$ cat config.mk
export PLATFORM = sky130hd
export DESIGN_NAME = new_target_gaze_angles
export DESIGN_NICKNAME = d
export VERILOG_FILES = /design/src/rtl/gta_pkg.sv /design/src/rtl/new_target_gaze_angles.sv /design/src/rtl/gta_ctrl.sv /design/src/rtl/gta_cordic.sv /design/src/rtl/gta_datapath.sv
export SDC_FILE = /design/constraint.sdc
export NUM_CORES = 2
export LEC_CHECK = 0
export BUFFER_PORTS_ARGS = -buffer_cell sky130_fd_sc_hd__buf_2
export CAP_MARGIN = 20
export CORE_ASPECT_RATIO = 1.1
export CORE_UTILIZATION = 35
export CTS_CLUSTER_DIAMETER = 60
export CTS_CLUSTER_SIZE = 28
export DETAILED_ROUTE_END_ITERATION = 12
export SLEW_MARGIN = 10
export SYNTH_ARGS = -nofsm -noshare
export SYNTH_HDL_FRONTEND = slang
export SYNTH_SLANG_ARGS = --single-unit
$ cat constraint.sdc
create_clock -name clk -period 17.43 [get_ports clk]
set_input_delay 4.3575 -clock clk [delete_from_list [all_inputs] [get_ports clk]]
set_output_delay 4.3575 -clock clk [all_outputs]
set_load 0.05 [all_outputs]
$ cat src/rtl/gta_pkg.sv
// ---------------------------------------------------------------------------
// gta_pkg
// Types, constants and the arctangent table of the gaze angle block.
// ---------------------------------------------------------------------------
`timescale 1ns / 1ps

package gta_pkg;

	localparam int COORD_BITS      = 16;
	localparam int COUNT_BITS      = 5;
	localparam int ANGLE_BITS      = 16;
	localparam int HOLD_BITS       = 8;
	localparam int ANGLE_FRAC_BITS = 7;
	localparam int CORDIC_STEPS    = 20;
	localparam int STEP_BITS       = $clog2(CORDIC_STEPS);
	localparam int ZFRAC           = 20;
	localparam int GUARD           = 24;
	localparam int XY_BITS         = COORD_BITS + GUARD + 4;
	localparam int Z_BITS          = 29;
	localparam int TAB_BITS        = 27;
	localparam int RND_SHIFT       = ZFRAC - ANGLE_FRAC_BITS;
	localparam int IN_TDATA_BITS   = 56;
	localparam int OUT_TDATA_BITS  = 40;

	localparam logic [HOLD_BITS-1:0]  HOLD_RESET  = HOLD_BITS'(50);
	localparam logic [ANGLE_BITS-1:0] ANGLE_FULL  = ANGLE_BITS'(90 << ANGLE_FRAC_BITS);
	localparam logic [ANGLE_BITS-1:0] PAN_BASE    = ANGLE_BITS'(180 << ANGLE_FRAC_BITS);
	localparam logic [ANGLE_BITS-1:0] TILT_BASE   = ANGLE_BITS'(270 << ANGLE_FRAC_BITS);
	localparam logic [ANGLE_BITS-1:0] ANGLE_RESET = ANGLE_BITS'(180 << ANGLE_FRAC_BITS);

	typedef enum logic [1:0] {
		ST_IDLE,
		ST_ITER,
		ST_COMMIT
	} gta_state_t;

	typedef struct packed {
		logic                 load;
		logic                 iter;
		logic [STEP_BITS-1:0] idx;
		logic                 commit;
	} gta_cmd_t;

	typedef struct packed {
		logic active;
		logic out_free;
	} gta_status_t;

	// atan(2^-i) in degrees, scaled by 2^ZFRAC
	function automatic logic [TAB_BITS-1:0] atan_tab(input logic [STEP_BITS-1:0] i);
		logic [TAB_BITS-1:0] v;
		unique case (i)
			5'd0:    v = TAB_BITS'(47185920);
			5'd1:    v = TAB_BITS'(27855475);
			5'd2:    v = TAB_BITS'(14718068);
			5'd3:    v = TAB_BITS'(7471121);
			5'd4:    v = TAB_BITS'(3750058);
			5'd5:    v = TAB_BITS'(1876857);
			5'd6:    v = TAB_BITS'(938658);
			5'd7:    v = TAB_BITS'(469357);
			5'd8:    v = TAB_BITS'(234682);
			5'd9:    v = TAB_BITS'(117342);
			5'd10:   v = TAB_BITS'(58671);
			5'd11:   v = TAB_BITS'(29335);
			5'd12:   v = TAB_BITS'(14668);
			5'd13:   v = TAB_BITS'(7334);
			5'd14:   v = TAB_BITS'(3667);
			5'd15:   v = TAB_BITS'(1833);
			5'd16:   v = TAB_BITS'(917);
			5'd17:   v = TAB_BITS'(458);
			5'd18:   v = TAB_BITS'(229);
			5'd19:   v = TAB_BITS'(115);
			default: v = '0;
		endcase
		return v;
	endfunction

endpackage

$ cat src/rtl/new_target_gaze_angles.sv
// ---------------------------------------------------------------------------
// new_target_gaze_angles
// Pan and tilt gaze angles toward the newest person, held after a count change.
// ---------------------------------------------------------------------------
// Usage:
//   s_* channel: one transaction per tick with person_count and x, y, z.
//   m_* channel: one transaction per tick with pan_angle, tilt_angle, strength.
//   cfg_we/cfg_data: write hold_ticks while the block is idle.
// Sequence: with the hold active, the input transaction is loaded, the
//   lanes run 20 arctangent steps and a commit registers the result; with
//   the hold inactive, the commit state follows the load with no steps.
// Inputs: a new transaction is taken only after the previous commit is done.
//   The 20-step CORDIC iteration sets the rate with the hold active; the
//   pan and tilt lanes run side by side on the same step counter.
// Reset: hold counter and last count clear, hold_ticks returns to 50 and
//   both held angles return to 180 degrees; no output is valid.
// Stall: a result waits in the output register while m_tready is low; the
//   next input is still taken and computed, and its commit waits until the
//   output register frees.
// ---------------------------------------------------------------------------
`timescale 1ns / 1ps

module new_target_gaze_angles (
	input  logic                                  clk,
	input  logic                                  arst_n,
	input  logic                                  cfg_we,
	input  logic [gta_pkg::HOLD_BITS-1:0]         cfg_data,
	input  logic                                  s_tvalid,
	output logic                                  s_tready,
	// person_count[4:0], person_x[20:5], person_y[36:21], person_z[52:37], zero
	input  logic [gta_pkg::IN_TDATA_BITS-1:0]     s_tdata,
	output logic                                  m_tvalid,
	input  logic                                  m_tready,
	// pan_angle[15:0], tilt_angle[31:16], strength[32], zero
	output logic [gta_pkg::OUT_TDATA_BITS-1:0]    m_tdata
);
	import gta_pkg::*;

	gta_cmd_t              cmd;
	gta_status_t           status;
	logic [ANGLE_BITS-1:0] pan_angle;
	logic [ANGLE_BITS-1:0] tilt_angle;
	logic                  strength;

	gta_ctrl u_ctrl (
		.clk      (clk),
		.arst_n   (arst_n),
		.in_valid (s_tvalid),
		.in_ready (s_tready),
		.status   (status),
		.cmd      (cmd)
	);

	gta_datapath u_datapath (
		.clk          (clk),
		.arst_n       (arst_n),
		.cfg_we       (cfg_we),
		.cfg_data     (cfg_data),
		.person_count (s_tdata[COUNT_BITS-1:0]),
		.person_x     (signed'(s_tdata[COUNT_BITS +: COORD_BITS])),
		.person_y     (signed'(s_tdata[COUNT_BITS + COORD_BITS +: COORD_BITS])),
		.person_z     (signed'(s_tdata[COUNT_BITS + 2*COORD_BITS +: COORD_BITS])),
		.cmd          (cmd),
		.status       (status),
		.out_ready    (m_tready),
		.out_valid    (m_tvalid),
		.pan_angle    (pan_angle),
		.tilt_angle   (tilt_angle),
		.strength     (strength)
	);

	assign m_tdata = {(OUT_TDATA_BITS - 2*ANGLE_BITS - 1)'(0), strength, tilt_angle, pan_angle};

endmodule

$ cat src/rtl/gta_ctrl.sv
// ---------------------------------------------------------------------------
// gta_ctrl
// Sequencer: accepts a transaction, steps the arctangent lanes while the hold is active, commits.
// ---------------------------------------------------------------------------
`timescale 1ns / 1ps

module gta_ctrl (
	input  logic                 clk,
	input  logic                 arst_n,
	input  logic                 in_valid,
	output logic                 in_ready,
	input  gta_pkg::gta_status_t status,
	output gta_pkg::gta_cmd_t    cmd
);
	import gta_pkg::*;

	gta_state_t           state_q;
	gta_state_t           state_d;
	logic [STEP_BITS-1:0] step_q;

	always_ff @(posedge clk or negedge arst_n) begin
		if (!arst_n) begin
			state_q <= ST_IDLE;
			step_q  <= '0;
		end else begin
			state_q <= state_d;
			if (state_q == ST_ITER)
				step_q <= step_q + 1'b1;
			else
				step_q <= '0;
		end
	end

	always_comb begin
		state_d = state_q;
		unique case (state_q)
			ST_IDLE: begin
				if (in_valid)
					state_d = status.active ? ST_ITER : ST_COMMIT;
			end
			ST_ITER: begin
				if (step_q == STEP_BITS'(CORDIC_STEPS - 1))
					state_d = ST_COMMIT;
			end
			ST_COMMIT: begin
				if (status.out_free)
					state_d = ST_IDLE;
			end
			default: state_d = ST_IDLE;
		endcase
	end

	always_comb begin
		in_ready   = 1'b0;
		cmd.load   = 1'b0;
		cmd.iter   = 1'b0;
		cmd.idx    = step_q;
		cmd.commit = 1'b0;
		unique case (state_q)
			ST_IDLE: begin
				in_ready = 1'b1;
				cmd.load = in_valid;
			end
			ST_ITER:   cmd.iter = 1'b1;
			ST_COMMIT: cmd.commit = status.out_free;
			default: ;
		endcase
	end

endmodule

$ cat src/rtl/gta_cordic.sv
// ---------------------------------------------------------------------------
// gta_cordic
// One vectoring lane: signed atan(num/den) in degrees, one step per cycle while iter is high.
// ---------------------------------------------------------------------------
`timescale 1ns / 1ps

module gta_cordic (
	input  logic                                 clk,
	input  logic                                 start,
	input  logic                                 iter,
	input  logic [gta_pkg::STEP_BITS-1:0]        idx,
	input  logic signed [gta_pkg::COORD_BITS-1:0] num,
	input  logic signed [gta_pkg::COORD_BITS-1:0] den,
	output logic signed [gta_pkg::ANGLE_BITS-1:0] angle
);
	import gta_pkg::*;

	logic signed [XY_BITS-1:0]   x_q;
	logic signed [XY_BITS-1:0]   y_q;
	logic signed [Z_BITS-1:0]    z_q;
	logic                        n_zero_q;
	logic                        d_zero_q;
	logic                        n_neg_q;
	logic                        flip_q;

	logic signed [COORD_BITS:0]  num_ext;
	logic signed [COORD_BITS:0]  den_ext;
	logic signed [COORD_BITS:0]  an;
	logic signed [COORD_BITS:0]  ad;
	logic signed [XY_BITS-1:0]   xs;
	logic signed [XY_BITS-1:0]   ys;
	logic signed [Z_BITS-1:0]    tab;
	logic [Z_BITS-1:0]           z_pos;
	logic [Z_BITS:0]             rnd;
	logic [Z_BITS:0]             a_wide;
	logic [ANGLE_BITS-1:0]       mag;

	assign num_ext = {num[COORD_BITS-1], num};
	assign den_ext = {den[COORD_BITS-1], den};
	assign an      = num_ext[COORD_BITS] ? -num_ext : num_ext;
	assign ad      = den_ext[COORD_BITS] ? -den_ext : den_ext;
	assign xs      = x_q >>> idx;
	assign ys      = y_q >>> idx;
	assign tab     = signed'(Z_BITS'(atan_tab(idx)));

	always_ff @(posedge clk) begin
		if (start) begin
			x_q      <= XY_BITS'(ad) <<< GUARD;
			y_q      <= XY_BITS'(an) <<< GUARD;
			z_q      <= '0;
			n_zero_q <= (num == '0);
			d_zero_q <= (den == '0);
			n_neg_q  <= num[COORD_BITS-1];
			flip_q   <= num[COORD_BITS-1] ^ den[COORD_BITS-1];
		end else if (iter) begin
			if (y_q > 0) begin
				x_q <= x_q + ys;
				y_q <= y_q - xs;
				z_q <= z_q + tab;
			end else if (y_q < 0) begin
				x_q <= x_q - ys;
				y_q <= y_q + xs;
				z_q <= z_q - tab;
			end
		end
	end

	assign z_pos  = z_q[Z_BITS-1] ? '0 : z_q;
	assign rnd    = {1'b0, z_pos} + (Z_BITS+1)'(1 << (RND_SHIFT - 1));
	assign a_wide = rnd >> RND_SHIFT;
	assign mag    = (a_wide > (Z_BITS+1)'(ANGLE_FULL)) ? ANGLE_FULL : a_wide[ANGLE_BITS-1:0];

	always_comb begin
		if (n_zero_q)
			angle = '0;
		else if (d_zero_q)
			angle = n_neg_q ? signed'(ANGLE_BITS'(0) - ANGLE_FULL) : signed'(ANGLE_FULL);
		else
			angle = flip_q ? signed'(ANGLE_BITS'(0) - mag) : signed'(mag);
	end

endmodule

$ cat src/rtl/gta_datapath.sv
// ---------------------------------------------------------------------------
// gta_datapath
// Hold counter, two arctangent lanes, held angles and the output register.
// ---------------------------------------------------------------------------
`timescale 1ns / 1ps

module gta_datapath (
	input  logic                                  clk,
	input  logic                                  arst_n,
	input  logic                                  cfg_we,
	input  logic [gta_pkg::HOLD_BITS-1:0]         cfg_data,
	input  logic [gta_pkg::COUNT_BITS-1:0]        person_count,
	input  logic signed [gta_pkg::COORD_BITS-1:0] person_x,
	input  logic signed [gta_pkg::COORD_BITS-1:0] person_y,
	input  logic signed [gta_pkg::COORD_BITS-1:0] person_z,
	input  gta_pkg::gta_cmd_t                     cmd,
	output gta_pkg::gta_status_t                  status,
	input  logic                                  out_ready,
	output logic                                  out_valid,
	output logic [gta_pkg::ANGLE_BITS-1:0]        pan_angle,
	output logic [gta_pkg::ANGLE_BITS-1:0]        tilt_angle,
	output logic                                  strength
);
	import gta_pkg::*;

	logic [HOLD_BITS-1:0]         hold_ticks_q;
	logic [HOLD_BITS-1:0]         hold_q;
	logic [COUNT_BITS-1:0]        last_count_q;
	logic                         active_q;
	logic [ANGLE_BITS-1:0]        pan_q;
	logic [ANGLE_BITS-1:0]        tilt_q;
	logic                         strength_q;
	logic                         out_valid_q;

	logic [HOLD_BITS-1:0]         hold_dec;
	logic [HOLD_BITS-1:0]         hold_new;
	logic                         active;
	logic signed [ANGLE_BITS-1:0] pan_atan;
	logic signed [ANGLE_BITS-1:0] tilt_atan;

	assign hold_dec = (hold_q == '0) ? '0 : hold_q - 1'b1;
	assign hold_new = (person_count != last_count_q) ? hold_ticks_q : hold_dec;
	assign active   = (person_count != '0) && (hold_new != '0);

	assign status.active   = active;
	assign status.out_free = !out_valid_q || out_ready;

	gta_cordic u_pan_lane (
		.clk   (clk),
		.start (cmd.load),
		.iter  (cmd.iter),
		.idx   (cmd.idx),
		.num   (person_x),
		.den   (person_z),
		.angle (pan_atan)
	);

	gta_cordic u_tilt_lane (
		.clk   (clk),
		.start (cmd.load),
		.iter  (cmd.iter),
		.idx   (cmd.idx),
		.num   (person_y),
		.den   (person_z),
		.angle (tilt_atan)
	);

	always_ff @(posedge clk or negedge arst_n) begin
		if (!arst_n) begin
			hold_ticks_q <= HOLD_RESET;
			hold_q       <= '0;
			last_count_q <= '0;
			active_q     <= 1'b0;
			pan_q        <= ANGLE_RESET;
			tilt_q       <= ANGLE_RESET;
			strength_q   <= 1'b0;
			out_valid_q  <= 1'b0;
		end else begin
			if (cfg_we)
				hold_ticks_q <= cfg_data;
			if (cmd.load) begin
				hold_q       <= active ? hold_new : '0;
				last_count_q <= person_count;
				active_q     <= active;
			end
			if (cmd.commit) begin
				if (active_q) begin
					pan_q  <= PAN_BASE - ANGLE_BITS'(pan_atan);
					tilt_q <= TILT_BASE + ANGLE_BITS'(tilt_atan);
				end
				strength_q  <= active_q;
				out_valid_q <= 1'b1;
			end else if (out_ready) begin
				out_valid_q <= 1'b0;
			end
		end
	end

	assign out_valid  = out_valid_q;
	assign pan_angle  = pan_q;
	assign tilt_angle = tilt_q;
	assign strength   = strength_q;

endmodule

==> flow_metrics.py <==
metrics = {
    "logic_synthesis": {
        "synth_top_cell_area_share": 0.0878,
        "netlist_instances": 5437,
        "synth_seq_cells": 304,
        "synth_edf_count": 87,
        "synth.cell_area_um2": 43900,
        "synth-main-ff-cell": "dfxtp_1",
        "netlist_top_cells_area": "mux4_2 (8.8%), ha_1 (7.5%), dfxtp_1 (7.0%), edfxtp_1 (6.0%), o21ai_0 (5.1%)",
        "synth_cell_types": 113,
        "synth_area_per_cell_um2": 8.07,
        "synth_area_leader_cell": "mux4_2",
        "ys_async_sr_fraction": 0.207,
        "yosysWarnings": 0,
        "synth_seq_area_share": 0.166,
    },
    "hold_path": {
        "hold_path_class": "reg2reg",
    },
    "sta": {
        "min_period_ps": 9030,
        "slew_headroom": 0.277,
        "totalNegativeSetupSlack_ps": 0,
        "clock.fmax_mhz": 111,
        "period_share": 0.518,
        "slew_viol_final": 0,
        "final_hold_viol_count": 0,
        "worstMarginPinSlew_ps": 1060,
        "rsz0062_at_grt": "false",
        "fin_worst_skew_ps": 35.8,
        "finalSetupViolCount": 0,
    },
    "floorplanning": {
        "ios": 111,
        "initial_core_util": 0.354,
        "chipHeight_um": 373,
        "die_w_um": 340,
        "core_um2": 124000,
        "die_area_um2": 127000,
        "fp-row-count": 135,
    },
    "critical_path": {
        "crit_arrival_ps": 9410,
        "worstPathMaxFanout": 51,
        "cp_data_required_time_ps": 17820,
        "end_kind": "flop",
        "crit_type": "reg2reg",
        "startpoint_type": "flop",
    },
    "route": {
        "vias_per_cell": 6.10,
        "antenna_left": 0,
        "drcViolationCount": 0,
        "dr.pass1.iters": 9,
        "wl_per_cell_um": 21.5,
        "wl_um": 150000,
        "vias": 42700,
        "drt-initial-drc-count": 4114,
    },
    "clock_tree": {
        "clkSinkCount": 304,
        "cts_setup_buffers": 0,
        "ctsHtreeMaxLevel": 2,
        "cts.path.max_buffers": 3,
        "ctsResizeCount": 0,
        "cts_tree": "done",
        "cts_hold_repair.buffers": 0,
        "cts_made_buffers": 51,
        "clk_pin_slew_ps": 60,
        "clk_latency_ps": 670,
        "ctsRootBufferMaster": "clkbuf_16",
    },
    "placement": {
        "place_hpwl_um": 112000,
        "io_buffers": 100,
        "routabilityCongestion": 0.973,
        "placed_area_um2": 45400,
    },
    "global_route": {
        "overflow": 0,
        "grt_pass1_wl_um": 233000,
        "antenna_found_initial": 2,
        "grt_pass1_vias": 39400,
        "grt_max_degree": 176,
        "gr-usage-all-layers": 0.228,
    },
    "cells_and_area": {
        "layout_commonest_cell": "nand2_1",
        "drive_gt1_frac": 0.120,
        "antenna_cells": 0,
        "finalNetCount": 5656,
        "post-route-util": 0.381,
        "final_area_um2": 47100,
        "syn_to_final_growth_pct": 7.45,
        "final_cell_mix": "nand2_1 (513), o21ai_0 (451), nor2_1 (425)",
    },
    "status": {
        "status": "complete, no violations",
    },
    "run": {
        "maxCapViolCount": 0,
    },
}
[logic make-up (layout without fill, tap and decap cells)]
kind of cell             count (synthesis)  in the layout  synth area share
AND/OR/NAND/NOR                       1834           1834             0.203
flip-flops                             304            304             0.166
AO/OA/AOI/OAI                         1644           1644             0.238
XOR/XNOR                               444            444            0.0886
multiplexers                           461            461             0.176
other                                    1              7         0.0000855
adder cells (fa/ha/maj)                268            268            0.0775
buffers and inverters                  481            399            0.0499
[Yosys cell counts, types with 35 or more instances]
cell and count:
nand2_1 519, o21ai_0 451, nor2_1 430, a21oi_1 389, ha_1 262, nand3_1 241, xnor2_1 231, xor2_1 213
clkbuf_1 203, mux4_2 171, dfxtp_1 154, nor3_1 141, inv_1 140, a21o_1 138, mux2i_1 135, mux2_2 101
a31oi_1 89, edfxtp_1 87, nand2b_1 83, nor4_1 66, o22ai_1 61, nor2b_1 58, o31ai_1 57, dfrtp_1 52
mux4_1 51, a211oi_1 49, and3_1 48, and2_1 47, buf_1 46, o211ai_1 46, o21a_1 45, buf_2 37
o21bai_1 36, or3_1 36, nand4_1 35
[per-stage QoR]
step	setup WS, ps	hold slack (ps)	std cells
floorplan	10260	436	5443
global placement	8560	448	6910
detailed placement	8450	466	6910
CTS	8430	480	7005
global route	7710	504	7005
finish	8400	475	7005
[worst max-delay path, stage by stage, from the launching register on]
cell and delay [ps]:
dfrtp_4 940, buf_4 730, buf_4 790, mux4_1 830, mux2_2 330, mux2i_1 350, nor2_1 100, nor2_1 220
ha_1 230, nor2b_1 320, nor2b_1 270, a21oi_1 110, xor2_1 180, ha_1 370, and3_1 240, nand3_1 130
or3_1 360, inv_1 150, o211ai_1 210, a211oi_1 590, nor2_1 210, a31o_2 320, a311oi_1 440, xnor2_1 180
nor2_1 50
[path summary, 6_finish.rpt]
| path | from | endpoint | slack (ps) | cells after the start |
|---|---|---|---|---|
| max in group asynchronous | arst_n | u_ctrl.step_q[3]$_DFF_PN0_ | 12920 | 1 |
| setup reg to reg | u_ctrl.step_q[0]$_DFF_PN0_ | u_datapath.u_tilt_lane.x_q[40]$_DFFE_PP_ | 8400 | 24 |
| setup / recovery | u_ctrl.step_q[0]$_DFF_PN0_ | u_datapath.u_tilt_lane.x_q[40]$_DFFE_PP_ | 8400 | 24 |
| min in group asynchronous | arst_n | u_datapath.out_valid$_DFFE_PN0P_ | 3850 | 1 |
| hold / removal | u_datapath.pan_angle[6]$_DFFE_PN0P_ | u_datapath.pan_angle[6]$_DFFE_PN0P_ | 470 | 2 |
| hold reg to reg | u_datapath.pan_angle[6]$_DFFE_PN0P_ | u_datapath.pan_angle[6]$_DFFE_PN0P_ | 470 | 2 |
[metal layers]
metal | track usage | vias to the layer above | share of wire
li1 | - | 20300 | -
met1 | 0.310 | 20500 | 0.44
met2 | 0.362 | 1567 | 0.45
met3 | 0.0349 | 317 | 0.073
met4 | 0.0866 | 0 | 0.039
met5 | 0 | - | 0
[layout make-up]
class / instances / area, um^2
Timing Repair Buffer: 157 / 943
Clock buffer: 55 / 1330
Sequential cell: 304 / 7300
Multi-Input combinational cell: 4658 / 34500
Inverter: 147 / 564
Fill cell: 12800 / 76700
Tap cell: 1644 / 2060
Clock inverter: 40 / 443
[sequential cells by signal, indices dropped and copies added, names as in the netlist, 2 cells and up]
register	flops
u_datapath.tilt_angle	16
u_datapath.u_tilt_lane.y_q	44
u_datapath.u_tilt_lane.x_q	44
u_datapath.u_pan_lane.y_q	44
u_datapath.hold_ticks_q	8
u_datapath.hold_q	8
u_datapath.u_pan_lane.x_q	44
u_ctrl.step_q	5
u_datapath.u_pan_lane.z_q	29
u_datapath.u_tilt_lane.z_q	29
u_datapath.pan_angle	16
u_ctrl.state_q	2
u_datapath.last_count_q	5
Power is not shown: default switching activity piles up to over one toggle a cycle in this logic, so the estimate is an artifact.
